`src/design/hcsg_pkg.sv`:
```
package hcsg_pkg;

	// Sequence length and list storage
	localparam int HopCountDefault = 23;
	localparam int HopCountMax     = 23;

	// Generator and channel mapping
	localparam logic [31:0] LcgMul    = 32'h0019_660D;
	localparam logic [31:0] LcgAdd    = 32'h3C6E_F35F;
	localparam int          ChanSpan  = 'h49;
	localparam logic [6:0]  ChanBase  = 7'd3;
	// floor(2^30 / 73): quotient estimate is exact or one low for 24-bit inputs
	localparam int          RecipShift = 30;
	localparam logic [23:0] Recip      = 24'((64'd1 << RecipShift) / ChanSpan);

	// Band edges and capacities
	localparam logic [6:0] LowTop  = 7'd27;
	localparam logic [6:0] MidTop  = 7'd51;
	localparam logic [3:0] LowCap  = 4'd8;
	localparam logic [3:0] MidCap  = 4'd7;
	localparam logic [3:0] HighCap = 4'd8;

	// Datapath operations
	typedef enum logic [3:0] {
		OP_NONE,
		OP_LOAD,
		OP_LCG,
		OP_QUOT,
		OP_CAND,
		OP_SCAN,
		OP_ACCEPT,
		OP_OUT_INIT,
		OP_OUT_LOAD
	} dp_op_t;

	// Jump conditions
	typedef enum logic [3:0] {
		C_NEXT,
		C_ALWAYS,
		C_NO_INPUT,
		C_REJECT,
		C_SCAN_DONE,
		C_MATCH,
		C_MORE_ACC,
		C_OUT_BUSY,
		C_MORE_OUT
	} cond_t;

	typedef logic [3:0] pc_t;

	typedef struct packed {
		dp_op_t op;
		cond_t  cond;
		pc_t    target;
	} ctl_word_t;

	// Program step addresses
	localparam pc_t StIdle     = 4'd0;
	localparam pc_t StStep     = 4'd1;
	localparam pc_t StQuot     = 4'd2;
	localparam pc_t StCand     = 4'd3;
	localparam pc_t StTest     = 4'd4;
	localparam pc_t StScanChk  = 4'd5;
	localparam pc_t StScanRd   = 4'd6;
	localparam pc_t StScanCmp  = 4'd7;
	localparam pc_t StScanLoop = 4'd8;
	localparam pc_t StAccept   = 4'd9;
	localparam pc_t StOutInit  = 4'd10;
	localparam pc_t StOutWait  = 4'd11;
	localparam pc_t StOutLoad  = 4'd12;
	localparam pc_t StDone     = 4'd13;

	// Control store
	function automatic ctl_word_t rom_word(input pc_t pc);
		ctl_word_t w;
		w = '{op: OP_NONE, cond: C_ALWAYS, target: StIdle};
		case (pc)
			StIdle:     w = '{op: OP_LOAD,     cond: C_NO_INPUT,  target: StIdle};
			StStep:     w = '{op: OP_LCG,      cond: C_NEXT,      target: StIdle};
			StQuot:     w = '{op: OP_QUOT,     cond: C_NEXT,      target: StIdle};
			StCand:     w = '{op: OP_CAND,     cond: C_NEXT,      target: StIdle};
			StTest:     w = '{op: OP_NONE,     cond: C_REJECT,    target: StStep};
			StScanChk:  w = '{op: OP_NONE,     cond: C_SCAN_DONE, target: StAccept};
			StScanRd:   w = '{op: OP_SCAN,     cond: C_NEXT,      target: StIdle};
			StScanCmp:  w = '{op: OP_NONE,     cond: C_MATCH,     target: StStep};
			StScanLoop: w = '{op: OP_NONE,     cond: C_ALWAYS,    target: StScanChk};
			StAccept:   w = '{op: OP_ACCEPT,   cond: C_MORE_ACC,  target: StStep};
			StOutInit:  w = '{op: OP_OUT_INIT, cond: C_NEXT,      target: StIdle};
			StOutWait:  w = '{op: OP_NONE,     cond: C_OUT_BUSY,  target: StOutWait};
			StOutLoad:  w = '{op: OP_OUT_LOAD, cond: C_MORE_OUT,  target: StOutWait};
			StDone:     w = '{op: OP_NONE,     cond: C_ALWAYS,    target: StIdle};
			default:    w = '{op: OP_NONE,     cond: C_ALWAYS,    target: StIdle};
		endcase
		return w;
	endfunction

endpackage

```
`src/design/hop_channel_sequence_gen.sv`:
```
// Hop sequence generator. One input transfer (radio_id, model_number) yields
// HOP_COUNT output transfers: the accepted channels in order, each with its
// slot number, the final one flagged by last_channel. A small control store
// sequences a shared datapath: one 32-bit generator multiplier, one
// reciprocal multiply for the mod-73 reduction, and a single-port scan over
// the list of channels already chosen. Each generator draw steps the
// generator, registers the quotient, then registers the candidate; a
// candidate that passes the parity and band checks then scans the list one
// stored channel at a time, and an accept appends it to the list. The scans
// grow with each accept, and rejected draws (wrong parity, full band, or a
// duplicate found part way through the scan) add more. Results then drain
// in order, each held in the output register while out_ready is low.
// A new input is taken only once the last result sits in the output
// register.
module hop_channel_sequence_gen #(
	parameter int HOP_COUNT = hcsg_pkg::HopCountDefault
) (
	input  logic        clk,
	input  logic        arst_n,
	input  logic        in_valid,
	output logic        in_ready,
	input  logic [31:0] radio_id,
	input  logic [7:0]  model_number,
	output logic        out_valid,
	input  logic        out_ready,
	output logic [6:0]  hop_channel,
	output logic [4:0]  hop_slot,
	output logic        last_channel
);

	localparam int CNT_W = $clog2(HOP_COUNT + 1);
	localparam int AW    = (HOP_COUNT > 1) ? $clog2(HOP_COUNT) : 1;
	localparam logic [CNT_W-1:0] LAST_IDX = CNT_W'(HOP_COUNT - 1);
	localparam int RecipShiftHi = hcsg_pkg::RecipShift + 17;

	// Sequencer
	hcsg_pkg::pc_t       pc_q;
	hcsg_pkg::ctl_word_t ctl;
	logic                jump;

	// Datapath registers
	logic [31:0]      lcg_q;
	logic [31:0]      seed_q;
	logic [17:0]      quot_q;
	logic [6:0]       cand_q;
	logic [CNT_W-1:0] count_q;   // channels accepted so far
	logic [CNT_W-1:0] idx_q;     // scan / drain index
	logic [3:0]       low_cnt_q;
	logic [3:0]       mid_cnt_q;
	logic [3:0]       high_cnt_q;

	// Chosen list: one write port, one registered read port at idx_q
	logic [6:0] list_mem [HOP_COUNT];
	logic [6:0] rd_q;

	// Output register
	logic       out_valid_q;
	logic [6:0] chan_q;
	logic [4:0] slot_q;
	logic       last_q;

	// Combinational datapath
	logic [8:0]  id_sum;
	logic [31:0] seed_new;
	logic [47:0] recip_prod;
	logic [24:0] rem_raw;
	logic [6:0]  rem_fix;
	logic [6:0]  cand_new;
	logic        band_full;
	logic        same_parity;
	logic        in_low;
	logic        in_mid;

	assign ctl = hcsg_pkg::rom_word(pc_q);

	assign id_sum   = {1'b0, radio_id[7:0]} + {1'b0, model_number};
	assign seed_new = ~({radio_id[31:8], 8'h00} | {23'd0, id_sum});

	// v / 73 estimate on the upper 24 generator bits
	assign recip_prod = {24'd0, lcg_q[31:8]} * {24'd0, hcsg_pkg::Recip};
	// v - q*73 lands in [0, 146): one conditional subtract finishes it
	assign rem_raw = {1'b0, lcg_q[31:8]} - (25'(quot_q) * 25'(hcsg_pkg::ChanSpan));
	assign rem_fix = (rem_raw >= 25'(hcsg_pkg::ChanSpan))
		? 7'(rem_raw - 25'(hcsg_pkg::ChanSpan)) : rem_raw[6:0];
	assign cand_new = rem_fix + hcsg_pkg::ChanBase;

	assign in_low      = (cand_q <= hcsg_pkg::LowTop);
	assign in_mid      = !in_low && (cand_q <= hcsg_pkg::MidTop);
	assign same_parity = (cand_q[0] == seed_q[0]);
	always_comb begin
		if (in_low) begin
			band_full = (low_cnt_q >= hcsg_pkg::LowCap);
		end else if (in_mid) begin
			band_full = (mid_cnt_q >= hcsg_pkg::MidCap);
		end else begin
			band_full = (high_cnt_q >= hcsg_pkg::HighCap);
		end
	end

	// Jump condition select
	always_comb begin
		case (ctl.cond)
			hcsg_pkg::C_NEXT:      jump = 1'b0;
			hcsg_pkg::C_ALWAYS:    jump = 1'b1;
			hcsg_pkg::C_NO_INPUT:  jump = !in_valid;
			hcsg_pkg::C_REJECT:    jump = same_parity || band_full;
			hcsg_pkg::C_SCAN_DONE: jump = (idx_q == count_q);
			hcsg_pkg::C_MATCH:     jump = (rd_q == cand_q);
			hcsg_pkg::C_MORE_ACC:  jump = (count_q != LAST_IDX);
			hcsg_pkg::C_OUT_BUSY:  jump = out_valid_q && !out_ready;
			hcsg_pkg::C_MORE_OUT:  jump = (idx_q != LAST_IDX);
			default:               jump = 1'b1;
		endcase
	end

	assign in_ready = (ctl.op == hcsg_pkg::OP_LOAD);

	// Step counter and control state
	always_ff @(posedge clk or negedge arst_n) begin
		if (!arst_n) begin
			pc_q        <= hcsg_pkg::StIdle;
			lcg_q       <= '0;
			seed_q      <= '0;
			count_q     <= '0;
			idx_q       <= '0;
			low_cnt_q   <= '0;
			mid_cnt_q   <= '0;
			high_cnt_q  <= '0;
			out_valid_q <= 1'b0;
		end else begin
			pc_q <= jump ? ctl.target : hcsg_pkg::pc_t'(pc_q + 4'd1);

			if (out_valid_q && out_ready) begin
				out_valid_q <= 1'b0;
			end

			case (ctl.op)
				hcsg_pkg::OP_LOAD: begin
					if (in_valid) begin
						seed_q     <= seed_new;
						lcg_q      <= seed_new;
						count_q    <= '0;
						low_cnt_q  <= '0;
						mid_cnt_q  <= '0;
						high_cnt_q <= '0;
					end
				end
				hcsg_pkg::OP_LCG: begin
					lcg_q <= lcg_q * hcsg_pkg::LcgMul + hcsg_pkg::LcgAdd;
				end
				hcsg_pkg::OP_CAND: begin
					idx_q <= '0;
				end
				hcsg_pkg::OP_SCAN: begin
					idx_q <= idx_q + CNT_W'(1);
				end
				hcsg_pkg::OP_ACCEPT: begin
					count_q <= count_q + CNT_W'(1);
					if (in_low) begin
						low_cnt_q <= low_cnt_q + 4'd1;
					end else if (in_mid) begin
						mid_cnt_q <= mid_cnt_q + 4'd1;
					end else begin
						high_cnt_q <= high_cnt_q + 4'd1;
					end
				end
				hcsg_pkg::OP_OUT_INIT: begin
					idx_q <= '0;
				end
				hcsg_pkg::OP_OUT_LOAD: begin
					out_valid_q <= 1'b1;
					idx_q       <= idx_q + CNT_W'(1);
				end
				default: begin
				end
			endcase
		end
	end

	// Payload registers, no reset
	always_ff @(posedge clk) begin
		if (ctl.op == hcsg_pkg::OP_QUOT) begin
			quot_q <= recip_prod[RecipShiftHi:hcsg_pkg::RecipShift];
		end
		if (ctl.op == hcsg_pkg::OP_CAND) begin
			cand_q <= cand_new;
		end
		if (ctl.op == hcsg_pkg::OP_OUT_LOAD) begin
			chan_q <= rd_q;
			slot_q <= 5'(idx_q);
			last_q <= (idx_q == LAST_IDX);
		end
	end

	// Chosen list memory
	always_ff @(posedge clk) begin
		if (ctl.op == hcsg_pkg::OP_ACCEPT) begin
			list_mem[count_q[AW-1:0]] <= cand_q;
		end
		rd_q <= list_mem[idx_q[AW-1:0]];
	end

	assign out_valid    = out_valid_q;
	assign hop_channel  = chan_q;
	assign hop_slot     = slot_q;
	assign last_channel = last_q;

endmodule
```
`config.mk`:
```
export PLATFORM = sky130hd
export DESIGN_NAME = hop_channel_sequence_gen
export DESIGN_NICKNAME = d
export VERILOG_FILES = /design/src/design/hcsg_pkg.sv /design/src/design/hop_channel_sequence_gen.sv
export SDC_FILE = /design/constraint.sdc
export NUM_CORES = 1
export LEC_CHECK = 0
export ABC_CLOCK_PERIOD_IN_PS = 9800
export BUFFER_PORTS_ARGS = -buffer_cell sky130_fd_sc_hd__buf_2
export CAP_MARGIN = 0
export CORE_MARGIN = 2
export CORE_UTILIZATION = 55
export CTS_BUF_LIST = sky130_fd_sc_hd__clkbuf_16
export DETAILED_ROUTE_END_ITERATION = 10
export GPL_ROUTABILITY_DRIVEN = 0
export PLACE_DENSITY = 0.76
export SLEW_MARGIN = 20
export SYNTH_ARGS = -nofsm -noshare
export SYNTH_HDL_FRONTEND = slang
export SYNTH_SLANG_ARGS = --single-unit
```
`constraint.sdc`:
```
create_clock -name clk -period 9.8 [get_ports clk]
set_input_delay 1.47 -clock clk [delete_from_list [all_inputs] [get_ports clk]]
set_output_delay 1.47 -clock clk [all_outputs]
set_load 0.1 [all_outputs]
```
Word-level counts from Yosys, hierarchy flattened
Memory sizes are Yosys's and may differ from the RTL's. A register that Yosys moved wholly into a read port is not among the register bits.
Cells that the tools add are included.
- register bits after elaboration: 98
- memory bits (writable): 161
- bits in read-only memories: 192
- input bits: 44
- output and inout port bits: 15
- logic and storage cells: 107
- memories kept: 2
- $add $sub $neg: 11
- multipliers: 3
- $lt $le $gt $ge: 6
- eq/ne operators: 26
- muxes and demuxes: 23
- bitwise logic cells: 2
- reduce and logical (&&, ||, !) cells: 20
- memory list (memory ; depth ; bits a word ; read ports ; clocked after memory_dff ; wr ports ; line ; RTL):
    (name not given) ; 16 ; 12 ; 1 ; 0 ; 0 ; hcsg_pkg.sv:77 ; case (pc)
    list_mem ; 23 ; 7 ; 1 ; 1 ; 1 ; hop_channel_sequence_gen.sv:53 ; logic [6:0] list_mem [HOP_COUNT];
- operator list (cell ; number):
    $pmux W32 S2 ; 1
    $mul A24 B21 Y45 const B ; 1
    $add A32 B30 Y32 const B ; 1
    $eq A4 B3 Y1 const B ; 8
    $mul A32 B21 Y32 const B ; 1
    $mux W32 ; 1
    $not A32 Y32 ; 1
    $or A32 B9 Y32 ; 1
    $mux W4 ; 7
    $ge A25 B7 Y1 const B ; 1
    $mul A18 B7 Y25 const B ; 1
    $sub A24 B25 Y25 ; 1
    $pmux W4 S2 ; 3
    $pmux W5 S2 ; 2
    $add A4 B1 Y4 const B ; 4
    $eq A4 B2 Y1 const B ; 4
    $add A5 B1 Y5 const B ; 2
    $ne A2 B2 Y1 const B ; 5
    $ne A5 B5 Y1 const B ; 2
    $add A8 B8 Y9 ; 1
    $eq A4 B4 Y1 const B ; 2
    $ge A4 B4 Y1 const B ; 2
    $pmux W1 S8 ; 1
    $reduce_and A4 Y1 ; 2
    21 further kinds ; 36

Depth between registers and ports, before layout
- depth after elaboration: 8
- mapped depth: 26

Least setup slack after synthesis
Ideal clock, no wire load.
- kind: reg-to-reg
- from: reg lcg_q[10]
- to: reg quot_q[17] (data pin)
- arrival: 6.188 ns
- data required time: 9.540 ns
- path slack: 3.353 ns
- stages on the path, launching flop included: 22
- path through: dfrtp_1 > inv_1 > fa_1 > inv_1 > ha_1 > ha_1 > inv_1 > fa_1 > fa_1 > fa_1 > fa_1 > inv_1 > ha_1 > and4_1 > nand2_1 > or4_1 > and3_1 > o41ai_2 > a2111oi_0 > o21bai_1 > a21oi_1 > xnor2_1
- longest elaborated chain between the ends: 1
- ends and longest elaborated chain (item ; line ; RTL):
    start, declared ; hop_channel_sequence_gen.sv:42 ; logic [31:0] lcg_q;
    start signal, assigned ; hop_channel_sequence_gen.sv:141 ; lcg_q <= seed_new;
    start signal, assigned ; hop_channel_sequence_gen.sv:149 ; lcg_q <= lcg_q * hcsg_pkg::LcgMul + hcsg_pkg::LcgAdd;
    $mul A24 B21 Y45 ; hop_channel_sequence_gen.sv:80 ; assign recip_prod = {24'd0, lcg_q[31:8]} * {24'd0, hcsg_pkg::Recip};
    named net recip_prod[47] ; hop_channel_sequence_gen.sv:65 ; logic [47:0] recip_prod;
    end signal, assigned ; hop_channel_sequence_gen.sv:183 ; quot_q <= recip_prod[RecipShiftHi:hcsg_pkg::RecipShift];
    end, declared ; hop_channel_sequence_gen.sv:44 ; logic [17:0] quot_q;
The timed path passes the listed nets, and every way through them passes these cells.
A chain may end at the register's enable or synchronous reset.

Worst setup path in the final report
- from: reg lcg_q[21]
- to: reg quot_q[17] (data pin)
Same word-level chain as after synthesis.

==> results.toml <==
[floorplan]
die-area_um2 = 50110
die_x_um = 223.8
fp-row-count = 80
dieHeight_um = 223.8
coreArea_um2 = 47750
io_pins = 59
start_util_pct = 55.68

[synthesis]
syn_area_um2 = 26580
syn_inst = 2408
synthFlopType = "edfxtp_1"
yosysWarnings = 0
yosysTopAreaCellShare_pct = 22.48
yosysSeqAreaShare_pct = 28.65
ys_top_cells_by_area = "edfxtp_1 22%, fa_1 20%, ha_1 19%"
async_reset_ff_share_pct = 22.56
syn_nets = 3125
synth-seq-cells = 266
synth.distinct_cells = 85
yosys.area.top_type = "edfxtp_1"
synth.avg_cell_area_um2 = 11.04
synth-edff-count = 199

[critical_path]
cp.arrival_ns = 7.38
cp_data_required_time_ns = 10.13
crit_path_end_kind = "flip-flop"
path_cells = "inv_1 > fa_1 > inv_1 > ha_1 > ha_1 > inv_1 > fa_1 > fa_1 > fa_1 > fa_1 > inv_1 > ha_1 > and4_1 > nand2_1 > or4_1 > and3_1 > o41ai_2 > a2111oi_0 > o21bai_1 > a21oi_1 > xnor2_1"
cp-start-kind = "flip-flop"
r2r-start = "lcg_q[21]$_DFFE_PN0P_"
cpMaxStageDelayCell = "dfrtp_1"
endpoint = "quot_q[17]$_DFFE_PN_"
crit_top_cell = "fa_1"
startpoint = "lcg_q[21]$_DFFE_PN0P_"
cp_slowest_stage_delay_ns = 0.61
worst_r2r_endpoint = "quot_q[17]$_DFFE_PN_"
cp_max_fo = 8
r2r_slack_ns = 2.75
critPathKind = "reg -> reg"
reg2regPathDepth = 21

[status]
status = "finished clean"

[cts]
cts_sinks = 266
cts_resized = 0
cts_tree = "yes"
post_cts_buffers = 0
cts_buffers = 28
cts_hold_buf = 0
clkLatencyLatePin_ns = 0.58
cts-htree-levels = 1
clkTransAtPathRegs_ns = 0.07
max-clock-path-buffers = 3
clockRootBuffer = "clkbuf_16"

[final_layout]
final_cells = 3107
fin_nets = 3187
area_growth_pct = 7.305
fin_area_um2 = 28520
diodes = 0
nFillCells = 3802
drive_gt1_share_pct = 7.825

[routing]
via_per_inst = 5.792
dr_wl_met3_um = 3892
route.detailed.drc = 0
wl_met2_um = 30320
drt_iter0_drc = 1462
top_layer = "met4"
wl_um = 63160
drt-pass1-iter-count = 8
m1WireLength_um = 26410
wl_per_cell_um = 20.33
vias = 18000
postRouteAntennaNets = 0

[timing]
max_freq_mhz = 141.8
worstMarginPinSlew_ns = 0.9349
relSlewSlack_pct = 37.68
hold_viol = 0
fin_crit_sh_pct = 71.98
finalCriticalPeriod_ns = 7.054
rsz0062_at_grt = "no"
timing.final.ws_setup_ns = 2.746
setup_tns_ns = 0
finalSetupViolations = 0
holdWs_ns = 0.4583
maxSlewViolCount = 0
skew_ns = 0.01554

[global_route]
track_usage_pct = 26.06
overflow = 0
grt_pass1_vias = 18890
antenna_found_initial = 1
grt_pass1_wl_um = 102400
grt_max_degree = 61

[power]
p_leak_nw = 13.01
powerDensity_nw_per_um2 = 80.39
irDropWorstVdd_mv = 0.1306

[placement]
dpl.hpwl_um = 50570
port-buffer-count = 58
placed_cell_area_um2 = 27600
place_ws_ns = 2.783
placed_cells = 3055

[flow_run]
maxCapViolCount = 0

[worst_hold_path]
hold_depth = 0
min_path_type = "reg -> reg"
==> worst max-delay path: cells and delay by family (launching register included) <==
family / cells / cell delay [ns]
AOI/OAI and AO/OA: 4 / 1.05
DFF: 1 / 0.61
and+or+nand+nor: 4 / 1.04
buffers and inverters: 4 / 0.40
adders and majority gates: 8 / 3.58
xor gates and xnor gates: 1 / 0.13
==> layout make-up <==
cell class / count / area, µm² / area share (%)
timing repair buffer: 73 / 402.9 / 1.412
clock inverter: 24 / 221.5 / 0.7764
sequential: 266 / 7620 / 26.71
inverter: 503 / 1888 / 6.619
clock buffer: 28 / 700.7 / 2.456
tap: 615 / 769.5 / 2.698
multi-input combinational: 1598 / 16920 / 59.33
==> metrics by stage <==
step / power [mW] / utilization, %
finish: 2.293 / 59.74
floorplan: 1.235 / -
CTS: 2.306 / 59.74
global route: 2.355 / 59.74
global placement: 1.251 / 57.81
detailed placement: 1.252 / 57.81
==> where the power goes <==
group                  switching [mW]  internal (mW)
sequential     0.00000000000000000960           1.20
combinational                  0.0168         0.0142
clock                           0.480          0.584
total                           0.497           1.80
==> Yosys cell counts, drive strengths merged (29+ instances only) <==
cell type	number
inv	503
ha	412
fa	261
edfxtp	199
nor2	114
nand2	93
a21oi	89
o21ai	87
xnor2	78
dfrtp	60
mux4	42
a21o	41
xor2	41
clkbuf	33
o211ai	29
==> how the worst min path moves through the flow <==
| stage | slack, ns | startpoint | to |
|---|---|---|---|
| after floorplan | 0.42 | idx_q[4]$_DFFE_PN0P_ | hop_slot[4]$_DFFE_PP_ |
| after global placement | 0.44 | rd_q[6]$_DFF_P_ | hop_channel[6]$_DFFE_PP_ |
| after detailed placement | 0.44 | rd_q[0]$_DFF_P_ | hop_channel[0]$_DFFE_PP_ |
| after CTS | 0.46 | rd_q[0]$_DFF_P_ | hop_channel[0]$_DFFE_PP_ |
| after global routing | 0.47 | rd_q[2]$_DFF_P_ | hop_channel[2]$_DFFE_PP_ |
| final | 0.46 | rd_q[0]$_DFF_P_ | hop_channel[0]$_DFFE_PP_ |
==> metal layers <==
metal	track usage (%)	vias up
li1	-	8293
met1	34.65	8955
met2	43.53	611
met3	3.791	137
met4	9.849	0
met5	0	-
==> cell usage in the layout, fill, tap and decap left out, types with 7 or more instances in the layout <==
cell type    n
edfxtp_1   199
nor2b_1     13
a21oi_1     89
o21a_1      12
nand2b_1    14
dfxtp_1      7
a21o_1      41
ha_1       412
a211oi_1    16
buf_2       58
fa_1       261
o21ai_0     83
nand2_1     92
nand4_1     14
nand3b_1     7
xnor2_1     77
a31oi_1     13
or2_2        8
buf_4       15
mux4_2      42
o211ai_1    28
mux2i_1     23
nand3_1     24
and2_1      10
dfrtp_1     58
nor3_1      22
nor2_1     113
and3_1       8
a211o_1     10
inv_1      508
xor2_1      41
clkbuf_16   28
o21bai_1    13
==> registers in the layout, indices dropped and copies added (netlist names), 5 cells and up <==
signal,cells
cand_q,7
count_q,5
hop_channel,7
hop_slot,5
idx_q,5
lcg_q,32
list_mem,161
quot_q,18
rd_q,7
==> cells by family after synthesis <==
kind of cell	synth area share (%)
simple gates	6.731
flops	28.65
buf+inv	7.719
xor+xnor	3.949
mux	4.707
fa+ha+maj	39.05
compound gates	9.192
Note: power is estimated with default switching activity, not from simulation.
